$ cat src/design/oft_pkg.sv
// shared types, codes and defaults for the ordered forwarding table
`timescale 1ns / 1ps

package oft_pkg;

   localparam int DEFAULT_TABLE_DEPTH = 16;
   localparam int DEFAULT_PORT_BITS   = 8;

   localparam logic [2:0] MODE_LOOKUP_EXACT     = 3'd0;
   localparam logic [2:0] MODE_LOOKUP_ADDR      = 3'd1;
   localparam logic [2:0] MODE_INSERT_CHECKED   = 3'd2;
   localparam logic [2:0] MODE_INSERT_UNCHECKED = 3'd3;
   localparam logic [2:0] MODE_REMOVE           = 3'd4;
   localparam logic [2:0] MODE_CLEAR            = 3'd5;

   localparam logic [1:0] STATUS_DONE      = 2'd0;
   localparam logic [1:0] STATUS_FULL      = 2'd1;
   localparam logic [1:0] STATUS_DUPLICATE = 2'd2;

   typedef struct packed {
      logic [2:0]  mode;
      logic [15:0] dest_addr;
      logic [15:0] qos_id;
      logic [7:0]  port_in;
   } req_type;

   typedef struct packed {
      logic       found;
      logic [7:0] port_out;
      logic [1:0] status;
      logic [4:0] removed_count;
   } rsp_type;

   typedef enum logic [1:0] {
      ST_IDLE,
      ST_SCAN,
      ST_FINISH
   } state_type;

   typedef struct packed {
      logic load;
      logic scan;
      logic finish;
   } ctrl_cmd_type;

   typedef struct packed {
      logic [2:0] mode;
      logic       hit;
      logic       scan_done;
   } dp_stat_type;

endpackage

$ cat src/design/oft_ram.sv
// generic single-write, single-read ram with registered read data
`timescale 1ns / 1ps

module oft_ram #(
   parameter int WIDTH = 8,
   parameter int DEPTH = 16
) (
   input  logic                     clock,
   input  logic                     wr_en,
   input  logic [$clog2(DEPTH)-1:0] wr_addr,
   input  logic [WIDTH-1:0]         wr_data,
   input  logic                     rd_en,
   input  logic [$clog2(DEPTH)-1:0] rd_addr,
   output logic [WIDTH-1:0]         rd_data
);

   logic [WIDTH-1:0] mem_ff [DEPTH];
   logic [WIDTH-1:0] rd_data_ff;

   always_ff @(posedge clock) begin
      if (wr_en) begin
         mem_ff[wr_addr] <= wr_data;
      end
      if (rd_en) begin
         rd_data_ff <= mem_ff[rd_addr];
      end
   end

   assign rd_data = rd_data_ff;

endmodule

$ cat src/design/oft_ctrl.sv
// controller state machine sequencing load, scan and finish of a transaction
`timescale 1ns / 1ps

module oft_ctrl (
   input  logic                 clock,
   input  logic                 reset,
   input  logic                 start,
   output logic                 busy,
   input  oft_pkg::dp_stat_type stat,
   output oft_pkg::ctrl_cmd_type cmd
);
   import oft_pkg::*;

   state_type state_ff;
   state_type state_in;
   logic      needs_scan;
   logic      early_exit;

   always_comb begin
      needs_scan = (stat.mode == MODE_LOOKUP_EXACT) || (stat.mode == MODE_LOOKUP_ADDR) ||
                   (stat.mode == MODE_INSERT_CHECKED) || (stat.mode == MODE_REMOVE);
      early_exit = stat.hit && (stat.mode != MODE_REMOVE);
   end

   // next state
   always_comb begin
      state_in = state_ff;
      unique case (state_ff)
         ST_IDLE: begin
            if (start) begin
               state_in = ST_SCAN;
            end
         end
         ST_SCAN: begin
            if (!needs_scan || early_exit || stat.scan_done) begin
               state_in = ST_FINISH;
            end
         end
         ST_FINISH: begin
            state_in = ST_IDLE;
         end
         default: begin
            state_in = ST_IDLE;
         end
      endcase
   end

   // outputs
   always_comb begin
      cmd  = '0;
      busy = 1'b1;
      unique case (state_ff)
         ST_IDLE: begin
            busy     = 1'b0;
            cmd.load = start;
         end
         ST_SCAN: begin
            cmd.scan = needs_scan;
         end
         ST_FINISH: begin
            cmd.finish = 1'b1;
         end
         default: begin
            busy = 1'b1;
         end
      endcase
   end

   always_ff @(posedge clock) begin
      if (reset) begin
         state_ff <= ST_IDLE;
      end else begin
         state_ff <= state_in;
      end
   end

   a_finish_returns_idle: assert property (@(posedge clock) disable iff (reset)
      state_ff == ST_FINISH |=> state_ff == ST_IDLE)
      else $error("finish not followed by idle");

   a_single_command: assert property (@(posedge clock) disable iff (reset)
      $onehot0({cmd.load, cmd.scan, cmd.finish}))
      else $error("overlapping datapath commands");

   a_accept_goes_busy: assert property (@(posedge clock) disable iff (reset)
      start && !busy |=> busy)
      else $error("accepted transaction did not raise busy");

endmodule

$ cat src/design/oft_datapath.sv
// datapath: entry ram, request and scan registers, compare and result logic
`timescale 1ns / 1ps

module oft_datapath #(
   parameter int TABLE_DEPTH = oft_pkg::DEFAULT_TABLE_DEPTH,
   parameter int PORT_BITS   = oft_pkg::DEFAULT_PORT_BITS
) (
   input  logic                  clock,
   input  logic                  reset,
   input  oft_pkg::req_type      req_item,
   input  oft_pkg::ctrl_cmd_type cmd,
   output oft_pkg::dp_stat_type  stat,
   output logic                  rsp_valid,
   output oft_pkg::rsp_type      rsp_item
);
   import oft_pkg::*;

   localparam int IW = $clog2(TABLE_DEPTH);
   localparam int CW = $clog2(TABLE_DEPTH + 1);
   localparam int EW = 32 + PORT_BITS;
   localparam int PW = (PORT_BITS > 8) ? PORT_BITS : 8;
   localparam int SW = (CW > 5) ? CW : 5;

   req_type              req_ff;
   logic [CW-1:0]        count_ff, count_in;
   logic [CW-1:0]        rd_idx_ff, rd_idx_in;
   logic                 pend_ff, pend_in;
   logic [CW-1:0]        wr_ptr_ff, wr_ptr_in;
   logic [CW-1:0]        removed_ff, removed_in;
   logic                 found_ff, found_in;
   logic [PORT_BITS-1:0] port_ff, port_in_q;
   rsp_type              rsp_ff, rsp_in;
   logic                 rsp_valid_ff;

   logic                 rd_en;
   logic [EW-1:0]        rd_data;
   logic                 wr_en;
   logic [IW-1:0]        wr_addr;
   logic [EW-1:0]        wr_data;
   logic [15:0]          ent_addr;
   logic [15:0]          ent_qos;
   logic [PORT_BITS-1:0] ent_port;
   logic                 addr_eq;
   logic                 exact;
   logic                 match;
   logic                 hit;
   logic                 is_remove;
   logic                 keep;
   logic                 full;
   logic                 append;
   logic [PW-1:0]        port_wide_in;
   logic [PORT_BITS-1:0] port_store;
   logic [PW-1:0]        port_wide_out;
   logic [SW-1:0]        removed_wide;
   logic [SW-1:0]        count_wide;
   logic [4:0]           removed_sat;
   logic [4:0]           count_sat;

   oft_ram #(
      .WIDTH(EW),
      .DEPTH(TABLE_DEPTH)
   ) u_ram (
      .clock  (clock),
      .wr_en  (wr_en),
      .wr_addr(wr_addr),
      .wr_data(wr_data),
      .rd_en  (rd_en),
      .rd_addr(rd_idx_ff[IW-1:0]),
      .rd_data(rd_data)
   );

   // compare and write port
   always_comb begin
      ent_addr  = rd_data[EW-1 -: 16];
      ent_qos   = rd_data[PORT_BITS +: 16];
      ent_port  = rd_data[PORT_BITS-1:0];
      addr_eq   = ent_addr == req_ff.dest_addr;
      exact     = addr_eq && (ent_qos == req_ff.qos_id);
      match     = (req_ff.mode == MODE_LOOKUP_ADDR) ? addr_eq : exact;
      hit       = pend_ff && match;
      is_remove = req_ff.mode == MODE_REMOVE;
      rd_en     = cmd.scan && (rd_idx_ff < count_ff);
      keep      = cmd.scan && pend_ff && is_remove && !exact;
      full      = count_ff == CW'(TABLE_DEPTH);
      append    = cmd.finish && !full &&
                  ((req_ff.mode == MODE_INSERT_UNCHECKED) ||
                   ((req_ff.mode == MODE_INSERT_CHECKED) && !found_ff));

      port_wide_in = PW'(req_ff.port_in);
      port_store   = port_wide_in[PORT_BITS-1:0];

      wr_en   = keep || append;
      wr_addr = keep ? wr_ptr_ff[IW-1:0] : count_ff[IW-1:0];
      wr_data = keep ? rd_data : {req_ff.dest_addr, req_ff.qos_id, port_store};

      stat.mode      = req_ff.mode;
      stat.hit       = hit;
      stat.scan_done = !pend_ff && !(rd_idx_ff < count_ff);
   end

   // scan registers
   always_comb begin
      rd_idx_in  = rd_idx_ff;
      pend_in    = 1'b0;
      wr_ptr_in  = wr_ptr_ff;
      removed_in = removed_ff;
      found_in   = found_ff;
      port_in_q  = port_ff;
      if (cmd.load) begin
         rd_idx_in  = '0;
         wr_ptr_in  = '0;
         removed_in = '0;
         found_in   = 1'b0;
         port_in_q  = '0;
      end else if (cmd.scan) begin
         rd_idx_in = rd_idx_ff + CW'(rd_en);
         pend_in   = rd_en;
         if (keep) begin
            wr_ptr_in = wr_ptr_ff + 1'b1;
         end
         if (pend_ff && is_remove && exact) begin
            removed_in = removed_ff + 1'b1;
         end
         if (hit && !is_remove) begin
            found_in  = 1'b1;
            port_in_q = ent_port;
         end
      end
   end

   // result and entry count
   always_comb begin
      removed_wide  = SW'(removed_ff);
      count_wide    = SW'(count_ff);
      removed_sat   = (removed_wide > SW'(31)) ? 5'd31 : removed_wide[4:0];
      count_sat     = (count_wide > SW'(31)) ? 5'd31 : count_wide[4:0];
      port_wide_out = PW'(port_ff);
      rsp_in        = '0;
      count_in      = count_ff;
      if (cmd.finish) begin
         case (req_ff.mode) inside
            MODE_LOOKUP_EXACT, MODE_LOOKUP_ADDR: begin
               rsp_in.found    = found_ff;
               rsp_in.port_out = port_wide_out[7:0];
            end
            MODE_INSERT_CHECKED: begin
               if (found_ff) begin
                  rsp_in.status = STATUS_DUPLICATE;
               end else if (full) begin
                  rsp_in.status = STATUS_FULL;
               end else begin
                  rsp_in.status = STATUS_DONE;
               end
            end
            MODE_INSERT_UNCHECKED: begin
               rsp_in.status = full ? STATUS_FULL : STATUS_DONE;
            end
            MODE_REMOVE: begin
               rsp_in.removed_count = removed_sat;
               count_in             = wr_ptr_ff;
            end
            MODE_CLEAR: begin
               rsp_in.removed_count = count_sat;
               count_in             = '0;
            end
            default: begin
               rsp_in = '0;
            end
         endcase
         if (append) begin
            count_in = count_ff + 1'b1;
         end
      end
   end

   always_ff @(posedge clock) begin
      if (reset) begin
         count_ff     <= '0;
         pend_ff      <= 1'b0;
         rsp_valid_ff <= 1'b0;
      end else begin
         count_ff     <= count_in;
         pend_ff      <= pend_in;
         rsp_valid_ff <= cmd.finish;
      end
   end

   always_ff @(posedge clock) begin
      if (cmd.load) begin
         req_ff <= req_item;
      end
      if (cmd.finish) begin
         rsp_ff <= rsp_in;
      end
      rd_idx_ff  <= rd_idx_in;
      wr_ptr_ff  <= wr_ptr_in;
      removed_ff <= removed_in;
      found_ff   <= found_in;
      port_ff    <= port_in_q;
   end

   assign rsp_valid = rsp_valid_ff;
   assign rsp_item  = rsp_ff;

   a_count_bounded: assert property (@(posedge clock) disable iff (reset)
      count_ff <= CW'(TABLE_DEPTH))
      else $error("entry count above table depth");

   a_write_behind_read: assert property (@(posedge clock) disable iff (reset)
      cmd.scan |-> wr_ptr_ff <= rd_idx_ff)
      else $error("compaction write overtook read");

   a_lookup_fields_only: assert property (@(posedge clock) disable iff (reset)
      rsp_valid_ff && rsp_ff.found |-> rsp_ff.status == STATUS_DONE &&
                                       rsp_ff.removed_count == 5'd0)
      else $error("lookup hit carries insert or remove fields");

endmodule

$ cat src/design/ordered_forwarding_table.sv
// top level of the ordered exact-match forwarding table
`timescale 1ns / 1ps

// Ordered forwarding table: up to TABLE_DEPTH entries of destination address, QoS id
// and port, kept in insertion order in one ram. A transaction is taken when start is
// high and busy is low; its single result shows on rsp_item for one cycle with
// rsp_valid high and must be taken then, since the receiver cannot stall. Clear,
// unchecked insert and unused modes pass through scan and finish without reading
// the ram. Lookups, checked insert and remove walk the entries through the ram read
// port, one entry per cycle, lookups and checked insert stopping at the first match.
// The result shows in the cycle in which busy falls, which is also the first cycle
// a new transaction can be taken. Remove compacts in the same pass by writing kept
// entries back behind the read pointer. Entry contents are not cleared at reset;
// only entries below the count are read.

module ordered_forwarding_table #(
   parameter int TABLE_DEPTH = oft_pkg::DEFAULT_TABLE_DEPTH,
   parameter int PORT_BITS   = oft_pkg::DEFAULT_PORT_BITS
) (
   input  logic             clock,
   input  logic             reset,
   input  logic             start,
   output logic             busy,
   input  oft_pkg::req_type req_item,
   output logic             rsp_valid,
   output oft_pkg::rsp_type rsp_item
);
   import oft_pkg::*;

   ctrl_cmd_type cmd;
   dp_stat_type  stat;

   oft_ctrl u_ctrl (
      .clock(clock),
      .reset(reset),
      .start(start),
      .busy (busy),
      .stat (stat),
      .cmd  (cmd)
   );

   oft_datapath #(
      .TABLE_DEPTH(TABLE_DEPTH),
      .PORT_BITS  (PORT_BITS)
   ) u_datapath (
      .clock    (clock),
      .reset    (reset),
      .req_item (req_item),
      .cmd      (cmd),
      .stat     (stat),
      .rsp_valid(rsp_valid),
      .rsp_item (rsp_item)
   );

endmodule
$ cat config.mk
export PLATFORM = sky130hd
export DESIGN_NAME = ordered_forwarding_table
export DESIGN_NICKNAME = d
export VERILOG_FILES = /design/src/design/oft_pkg.sv /design/src/design/oft_ram.sv /design/src/design/oft_ctrl.sv /design/src/design/oft_datapath.sv /design/src/design/ordered_forwarding_table.sv
export SDC_FILE = /design/constraint.sdc
export NUM_CORES = 1
export LEC_CHECK = 0
export BUFFER_PORTS_ARGS = -buffer_cell sky130_fd_sc_hd__clkbuf_2
export CORE_ASPECT_RATIO = 2
export CORE_MARGIN = 10
export CORE_UTILIZATION = 62
export DETAILED_ROUTE_END_ITERATION = 16
export PLACE_DENSITY = 0.75
export REMOVE_ABC_BUFFERS = 1
export SYNTH_ARGS = -nofsm -noshare
export SYNTH_HDL_FRONTEND = slang
export SYNTH_SLANG_ARGS = --single-unit
export TNS_END_PERCENT = 30
$ cat constraint.sdc
create_clock -name clock -period 6.4 [get_ports clock]
set_input_delay 0 -clock clock [delete_from_list [all_inputs] [get_ports clock]]
set_output_delay 0 -clock clock [all_outputs]
set_load 0.01 [all_outputs]
### Word-level counts from Yosys, hierarchy flattened

Memory sizes are Yosys's and may differ from the RTL's. A register that Yosys moved wholly into a read port is not among the register bits.
Cells that the tools add are included.

* bits in registers: 92
* memory bits (writable): 640
* word-level logic and storage cells: 107
* memories: 1

* $add $sub $neg: 4
* magnitude comparators: 3
* equal/unequal tests: 16
* multiplexer cells: 26
* bitwise gates (word level): 1
* reductions and logical operators: 39

Memory list
* u_datapath.u_ram.mem_ff: depth 16, bits a word 40, rd ports 1, clocked after Yosys merged registers in 1, write ports 1, RTL line oft_ram.sv:17 `logic [WIDTH-1:0] mem_ff [DEPTH];`

Operators by type and width (count)
* 5-bit two-way mux: 10
* 40-bit two-way mux: 1
* 16-bit == test: 2
* 5-bit by 1-bit adder with 5-bit output, second input constant: 3
* 1-bit logical AND: 14
* 5-bit > comparator, second input constant: 2
* 1-bit two-way mux: 9
* 2-bit two-way mux: 4
* 2-bit by 1-bit inequality test with 1-bit output, second input constant: 4
* 2-bit AND reduction: 4
* 1-bit zero test: 7
* 1-bit logical OR: 7
* 3-bit by 2-bit == test with 1-bit output, second input constant: 2
* 3-bit == test, second input constant: 2
* 5-bit by 1-bit adder with 5-bit output: 1
* 5-bit == test, second input constant: 1
* 5-bit < comparator: 1
* 5-bit AND reduction: 1
* 4-bit two-way mux: 1
* 2-bit case mux with 2 select lines: 1
* 4-bit OR reduction: 1
* 3-bit by 1-bit == test with 1-bit output, second input constant: 1
* 3-bit zero test: 1
* 3-bit inequality test, second input constant: 1
* other kinds (8): 8

### Longest topological paths before layout

Gate-level depths: netlist of run 1.

* word-level depth: 11
* mapped depth: 12
* depth with buffers taken out: 11

### Hierarchy

Synthesis of run 1 repeated with hierarchy kept, for this count alone.

* cell total of the unflattened synthesis: 1398
* area total of the unflattened synthesis: 30017.5 µm²

By module, submodules not included
* oft_ram: instances 1, cells each 1040, area an instance 25532.0 µm², sequential area each 20419.6 µm²
* oft_datapath: instances 1, cells each 345, area an instance 4366.7 µm², sequential area each 2392.3 µm²
* oft_ctrl: instances 1, cells each 13, area an instance 118.9 µm², sequential area each 40.0 µm²

### Worst setup path before layout of run 1

Ideal clock, no wire load.

* kind: register -> register
* start: register u_datapath.count_ff[1]
* end: register u_datapath.rd_idx_ff[4]
* data arrival time: 5.587 ns
* required time: 6.231 ns
* slack: 0.644 ns
* stages on the path, launching flop included: 13
* buffers on the path: 1
* period minus slack after synthesis: 5.756 ns
* cell sequence: dfxtp_1 clkbuf_1 inv_1 ha_1 a21o_1 a21o_1 a21o_1 a211oi_1 ha_1 ha_1 nand4_1 xor2_1 nor2_1

* cells in the longest elaborated chain, start to end: 3

Ends and longest elaborated chain
* from (decl): RTL line oft_datapath.sv:25 `logic [CW-1:0] count_ff, count_in;`
* from (signal assigned): RTL line oft_datapath.sv:182 `count_ff <= count_in;`
* 5-bit < comparator: RTL line oft_datapath.sv:82 `rd_en = cmd.scan && (rd_idx_ff < count_ff);`
* 1-bit logical AND: RTL line oft_datapath.sv:82
* net u_datapath.rd_en: RTL line oft_datapath.sv:35 `logic rd_en;`
* 5-bit by 1-bit adder with 5-bit output: RTL line oft_datapath.sv:116 `rd_idx_in = rd_idx_ff + CW'(rd_en);`
* to (signal assigned): RTL line oft_datapath.sv:195 `rd_idx_ff <= rd_idx_in;`
* to (decl): RTL line oft_datapath.sv:26 `logic [CW-1:0] rd_idx_ff, rd_idx_in;`

The timed path passes the listed nets, and every way through them passes these cells.
A chain may end at the register's enable or synchronous reset.

### Worst setup path in the final report of run 1

* start: register u_datapath.req_ff, in the netlist u_datapath.stat[2]
* end: memory u_datapath.u_ram.mem_ff[9][28] (netlist bit) (enable)

* cells in the longest elaborated chain, start to end: 11
* elaborated cells on any way between the ends: 19
* those cells by class: eq/ne: 4; mux: 4; reduce/logical: 11

Ends and longest elaborated chain
* from (decl): RTL line oft_datapath.sv:24 `req_type req_ff;`
* from (signal assigned): RTL line oft_datapath.sv:190 `req_ff <= req_item;`
* 3-bit by 1-bit == test with 1-bit output or 3-bit zero test (tied branches): RTL line oft_ctrl.sv:20 `needs_scan = (stat.mode == MODE_LOOKUP_EXACT) || (stat.mode == MODE_LOOKUP_ADDR) ||`
* 1-bit logical OR (2 in series): RTL line oft_ctrl.sv:20
* 1-bit logical OR: RTL line oft_ctrl.sv:21 `(stat.mode == MODE_INSERT_CHECKED) || (stat.mode == MODE_REMOVE);`
* 1-bit two-way mux: RTL line oft_ctrl.sv:52 `unique case (state_ff)`
* 1-bit logical AND (3 in series): RTL line oft_datapath.sv:83 `keep = cmd.scan && pend_ff && is_remove && !exact;`
* 1-bit logical OR: RTL line oft_datapath.sv:92 `wr_en = keep || append;`
* 1-bit two-way mux: RTL line oft_ram.sv:21 `if (wr_en) begin`
* 1-bit two-way mux (implied by the code): RTL line oft_ram.sv:22 `mem_ff[wr_addr] <= wr_data;`
* to (decl): RTL line oft_ram.sv:17

Parallel ways exist; a longest one is shown, timed or not.

==> impl_metrics.ini, run 1 <==
[detailed_routing]
vias_per_cell = 6.504
route.detailed.drc = 0
avgRoutedWirePerCell_um = 30.58
route.vias.total = 14147
first_iter_violations = 1385
ant_nets = 0
drt_pass1_iterations = 5
wirelength_um = 66520

[global_routing]
gr-usage-met3_pct = 2.936
use_met1_pct = 27.81
grt_pass1_wl_um = 99080
grt_pass1_vias = 15113
antenna_found_initial = 0
busiest_layer = met2
grt-ovfl-total = 0
grt_max_degree = 88
met2_usage_pct = 41.87
grt_use_total_pct = 23.15

[pwr]
intPower_uw = 7816
power_frac_seq_pct = 57.6
cellLeakagePower_uw = 0.01050
p_comb_share_pct = 2.3
pwr_density_cell_nw_per_um2 = 287.1
netSwitchingFraction_pct = 19.57
vdd_drop_max_mv = 0.2448
netSwitchingPower_uw = 1902
power_frac_clock_pct = 40.0
power_uw = 9717

[worst_setup_path]
cp_data_required_time_ps = 6640
r2r_end = u_datapath.u_ram.mem_ff[9][28]$_DFFE_PP_
cp_max_fo = 26
timing_worst_setup_path_type = flop to flop
critPathLaunchType = flop
crit_arrival_ps = 4140
r2r-start = u_datapath.stat[2]$_DFFE_PP_
worstSetupEndpointType = flop
r2r_cells = 5
r2r_slack_ps = 2510

[sta]
fmax_mhz = 256.9
layout_min_cycle_time_ps = 3892
setup_viol = 0
drv_slew = 0
fin_crit_sh_pct = 60.82
worst_slew_pin_slew_ps = 1286
rsz0062_at_grt = false
fin_setup_tns_ps = 0
hold_slack_ps = 99.44
hold_viol_final = 0
fin_worst_skew_ps = 27.37
slew_headroom_pct = 14.28

[floorplan]
dieArea_um2 = 58290
io_pins = 64
coreArea_um2 = 48210
start_util_pct = 62.43
die_w_um = 175.8
rows = 114
die_h_um = 331.6

[logic_synthesis]
synth_area_um2 = 30100
synth.avg_cell_area_um2 = 22.21
synth-async-reset-ratio_pct = 0
synth_cell_types = 49
synth_cells = 1355
yosys_warnings = 0
ys_seq_elements = 772
synth-edff-count = 739
synth-main-ff-cell = edfxtp_1
ys_seq_area_share_pct = 75.93

[cells_and_area]
layout-drive-gt1-share_pct = 29.93
final_nets = 1546
syn_to_final_growth_pct = 12.46
final_common_cell = edfxtp_1
layout_common_cells = edfxtp_1, mux4_2, clkbuf_16, clkbuf_2, nand2_1
diodes = 0

[clock_network]
clkLatencyLatePin_ps = 630
cts_sinks = 772
root_buffer = clkbuf_16
cts_tree = built
clockBufferDepth = 3
cts_made_buffers = 61
path_clk_slew_ps = 70
h-tree-depth = 2

[min_path]
hp-start = req_item[34]
hold_end = u_datapath.req_ff[34]$_DFFE_PP_
min_path_type = input port to flop
hold_depth = 2

[status]
status = completed

[placed_design]
port_buffers = 63
gp_congestion = 0.8109
dpl.hpwl_um = 36580

[run]
max-cap-violations = 0
-- metal layers --
| metal | wire, um | part of all wire (%) |
|---|---|---|
| met5 | 0 | 0 |
| met2 | 37150 | 56 |
| met3 | 3374 | 5.1 |
| met4 | 2203 | 3.3 |
| met1 | 23790 | 36 |
-- kinds of logic (layout without fill, tap and decap cells) --
family | count (synthesis) | count (layout) | synth area share [%]
multiplexers | 264 | 264 | 17.26
XOR/XNOR | 36 | 36 | 1.048
flip-flops | 772 | 772 | 75.93
buffers and inverters | 82 | 264 | 1.368
adder cells (fa/ha/maj) | 12 | 12 | 0.4989
AO/OA/AOI/OAI | 50 | 50 | 1.347
AND/OR/NAND/NOR | 139 | 139 | 2.548
-- cells in the mapped netlist (3+ instances only) --
cell type | count | area (um2)
o21ai_0 | 3 | 15.01
nand4_1 | 7 | 43.79
mux2_2 | 38 | 427.9
buf_4 | 15 | 112.6
nor2b_1 | 3 | 18.77
o31ai_1 | 13 | 97.59
o41ai_2 | 4 | 65.06
nor2_1 | 25 | 93.84
buf_6 | 3 | 33.78
nand3_1 | 7 | 35.03
a211oi_1 | 5 | 37.54
xor2_1 | 35 | 306.5
buf_2 | 11 | 55.05
clkbuf_1 | 26 | 97.59
nor3_1 | 5 | 25.02
a21o_1 | 4 | 30.03
inv_1 | 13 | 48.80
and2_1 | 9 | 56.30
dfxtp_1 | 33 | 660.6
nand2b_1 | 14 | 87.58
edfxtp_1 | 739 | 22190
buf_1 | 13 | 48.80
a21oi_1 | 7 | 35.03
mux2i_1 | 24 | 240.2
ha_1 | 12 | 150.1
a22oi_1 | 4 | 30.03
mux4_2 | 200 | 4504
nor4_2 | 6 | 75.07
nand2_1 | 51 | 191.4
-- repair_timing --
action / 4_1_cts / 5_1_grt
endpoints found under the hold margin: 71 / 0
hold buffers: 45 / 0
gates resized for setup: 0 / 0
setup buffers: 0 / 0
-- cell type report --
| class | instances | area [um2] |
|---|---|---|
| flip-flops and latches | 772 | 22860 |
| inverters | 13 | 48.80 |
| clock buffers | 72 | 1610 |
| clock inverters | 40 | 449.2 |
| well taps | 638 | 798.3 |
| multi-input cells | 501 | 7063 |
| fillers | 2917 | 14370 |
| repair buffers | 139 | 1011 |
-- worst max-delay path, cell delays in order (launching register included) --
cell and delay [ps]:
edfxtp_1 600, nor3b_4 370, and3_1 430, o21ai_4 270
o31ai_4 1120, buf_4 660
-- flip-flops by register name (all words and copies together), names as in the netlist --
name and count:
u_datapath.port_ff 8, u_datapath.rsp_valid 1, u_ctrl.state_ff 2, u_datapath.wr_ptr_ff 5, u_datapath.u_ram.rd_data 40, u_datapath.pend_ff 1, u_datapath.found_ff 1, u_datapath.rsp_item 16
u_datapath.count_ff 5, u_datapath.port_store 8, u_datapath.rd_idx_ff 5, u_datapath.removed_ff 5, u_datapath.req_ff 32, u_datapath.u_ram.mem_ff 640, u_datapath.stat 3
-- stage by stage --
stage,cell area (um2),std cells,worst slack (ps),util (%)
after floorplan,29730,1286,-2914,-
after global placement,31340,2018,2562,65.00
after detailed placement,31340,2018,2543,65.00
after CTS,33850,2175,2484,70.20
after global routing,33850,2175,2414,70.20
final,33850,2175,2508,70.20
-- worst max-delay path by stage --
stage                                           endpoint  slack, ps                            startpoint  cells after the start
6_report        u_datapath.u_ram.mem_ff[9][28]$_DFFE_PP_       2510          u_datapath.stat[2]$_DFFE_PP_                      5
5_1_grt         u_datapath.u_ram.mem_ff[9][30]$_DFFE_PP_       2410          u_datapath.stat[2]$_DFFE_PP_                      5
4_1_cts        u_datapath.u_ram.mem_ff[10][14]$_DFFE_PP_       2480       u_datapath.req_ff[23]$_DFFE_PP_                      7
3_5_place_dp   u_datapath.u_ram.mem_ff[10][15]$_DFFE_PP_       2540       u_datapath.req_ff[23]$_DFFE_PP_                      7
3_3_place_gp    u_datapath.u_ram.mem_ff[9][39]$_DFFE_PP_       2560          u_datapath.stat[2]$_DFFE_PP_                      5
2_1_floorplan       u_datapath.rd_idx_ff[4]$_SDFFE_PP0P_      -2910  u_datapath.rd_idx_ff[1]$_SDFFE_PP0P_                     10
-- power by group through the flow --
stage | Combinational, uW | Clock (uW) | Sequential (uW)
2_1_floorplan | 119 | 0 | 5710
6_report | 227 | 3890 | 5600
4_1_cts | 228 | 3930 | 5600
5_1_grt | 246 | 4120 | 5600
3_5_place_dp | 206 | 0 | 5710
3_3_place_gp | 196 | 0 | 5710
Power figures use the tool's default switching activity.
==> run 2, diff against run 1 <==
==> constraint.sdc (replaced) <==
create_clock -name clock -period 3.92 [get_ports clock]
set_input_delay 0 -clock clock [delete_from_list [all_inputs] [get_ports clock]]
set_output_delay 0 -clock clock [all_outputs]
set_load 0.01 [all_outputs]
==> impl_metrics.ini, run 2 (synthesis gave the netlist of run 1 again) <==
[status]
status = completed

[detailed_routing]
drt_pass1_iterations = 5
route.detailed.drc = 0
route.vias.total = 14256
wirelength_um = 65630
first_iter_violations = 1496
vias_per_cell = 6.498
ant_nets = 0
avgRoutedWirePerCell_um = 29.91

[cells_and_area]
final_nets = 1562
fill_cells = 2921
multi_input_area_um2 = 7063
syn_to_final_growth_pct = 13.04
register_area_um2 = 22860
diodes = 0
final_common_cell = edfxtp_1
largest_reg_flops = 640
layout_common_cells = edfxtp_1, mux4_2, clkbuf_2
regMostFlops = u_datapath.u_ram.mem_ff
layout-drive-gt1-share_pct = 31.17

[sta]
slew_headroom_pct = 28.90
fin_setup_tns_ps = 0
worst_slack_ps = 650.9
fin_worst_skew_ps = 22.37
setup_viol = 0
layout_min_cycle_time_ps = 3269
hold_viol_final = 0
worst_slew_pin_slew_ps = 1067
rsz0062_at_grt = false
drv_slew = 0
fin_crit_sh_pct = 83.39
fmax_mhz = 305.9

[worst_setup_path]
r2r_cells = 6
cp_max_fo = 40
crit_arrival_ps = 3520
critPathLaunchType = flop
worstSetupEndpointType = flop
cp_data_required_time_ps = 4170
timing_worst_setup_path_type = flop to flop

[pwr]
cellLeakagePower_uw = 0.01059
power_frac_clock_pct = 40.2
netSwitchingFraction_pct = 19.89
p_comb_share_pct = 2.3
power_frac_seq_pct = 57.5
intPower_uw = 12740
netSwitchingPower_uw = 3164
vdd_drop_max_mv = 0.4008
pwr_density_cell_nw_per_um2 = 467.6

[global_routing]
grt_max_degree = 164
grt_pass1_vias = 14807
antenna_found_initial = 0
grt-ovfl-total = 0
grt_pass1_wl_um = 97810
grt_use_total_pct = 22.79

[clock_network]
path_clk_slew_ps = 70
cts_made_buffers = 61
h-tree-depth = 2
clockBufferDepth = 3
root_buffer = clkbuf_16
clkLatencyLatePin_ps = 630
cts_sinks = 772
cts_tree = built

[floorplan]
die_h_um = 331.6
start_util_pct = 62.43
rows = 114
coreArea_um2 = 48210
die_w_um = 175.8
io_pins = 64
dieArea_um2 = 58290

[placed_design]
gp_congestion = 0.8639
port_buffers = 63
dpl.hpwl_um = 34730
dp_slack_ps = 698.3

[min_path]
hold_depth = 2
min_path_type = input port to flop

[run]
max-cap-violations = 0
## run 2: changes by cell type in the layout (fill, tap and decap cells not counted), moves of 2 or more
cell	delta
buf_12	+2
buf_4	+14
clkbuf_1	-3
clkinv_1	-3
clkinv_2	+4
clkinvlp_4	+4
## run 2: final cells by class
cell class / count / share of cell area, %
timing repair buffer: 155 / 3.398
sequential: 772 / 67.21
multi-input combinational: 501 / 20.76
inverter: 13 / 0.1434
clock inverter: 47 / 1.515
clock buffer: 68 / 4.627
tap: 638 / 2.346
## run 2: path summary, 6_finish.rpt
check,from,endpoint,slack [ps]
setup / recovery,u_datapath.stat[2]$_DFFE_PP_,u_datapath.u_ram.mem_ff[6][8]$_DFFE_PP_,650
hold / removal,req_item[28],u_datapath.req_ff[28]$_DFFE_PP_,90
setup reg to reg,u_datapath.stat[2]$_DFFE_PP_,u_datapath.u_ram.mem_ff[6][8]$_DFFE_PP_,650
hold reg to reg,u_datapath.port_ff[0]$_SDFFE_PP0P_,u_datapath.port_ff[0]$_SDFFE_PP0P_,460
## run 2: metal layers
| layer | vias to the layer above | global-route usage (%) | share of wire [%] |
|---|---|---|---|
| met5 | - | 0 | 0 |
| met4 | 0 | 7.534 | 2.9 |
| met3 | 127 | 2.959 | 6.6 |
| met2 | 615 | 39.43 | 54 |
| met1 | 7577 | 29.35 | 37 |
| li1 | 5937 | - | - |
## run 2: critical path, cell delays in order, from the launching register on
cell	delay [ps]
edfxtp_1	620
nor3b_4	390
and3_1	410
o21ai_4	150
buf_4	300
o31ai_4	280
buf_4	660
## run 2: power by group through the flow
| stage | clock network, uW | logic [uW] | registers (uW) |
|---|---|---|---|
| after floorplan | 0 | 194 | 9320 |
| after global placement | 0 | 316 | 9320 |
| after detailed placement | 0 | 331 | 9320 |
| after CTS | 6500 | 370 | 9140 |
| after global routing | 6790 | 402 | 9140 |
| final | 6400 | 369 | 9140 |
## run 2: stage by stage
step	hold WS, ps	util (%)	cells	total power (uW)	cell area, um2
after global routing	80.87	70.56	2194	16330	34020
after floorplan	69.07	-	1286	9511	29730
after detailed placement	178.8	65.30	2034	9654	31480
after global placement	176.9	65.30	2034	9637	31480
final	85.83	70.56	2194	15910	34020
after CTS	55.11	70.56	2194	16010	34020
## run 2: repair_timing
item,4_1_cts,5_1_grt
endpoints found under the hold margin,71,0
hold buffers,45,0
buffers inserted,0,0
resized for setup,0,0
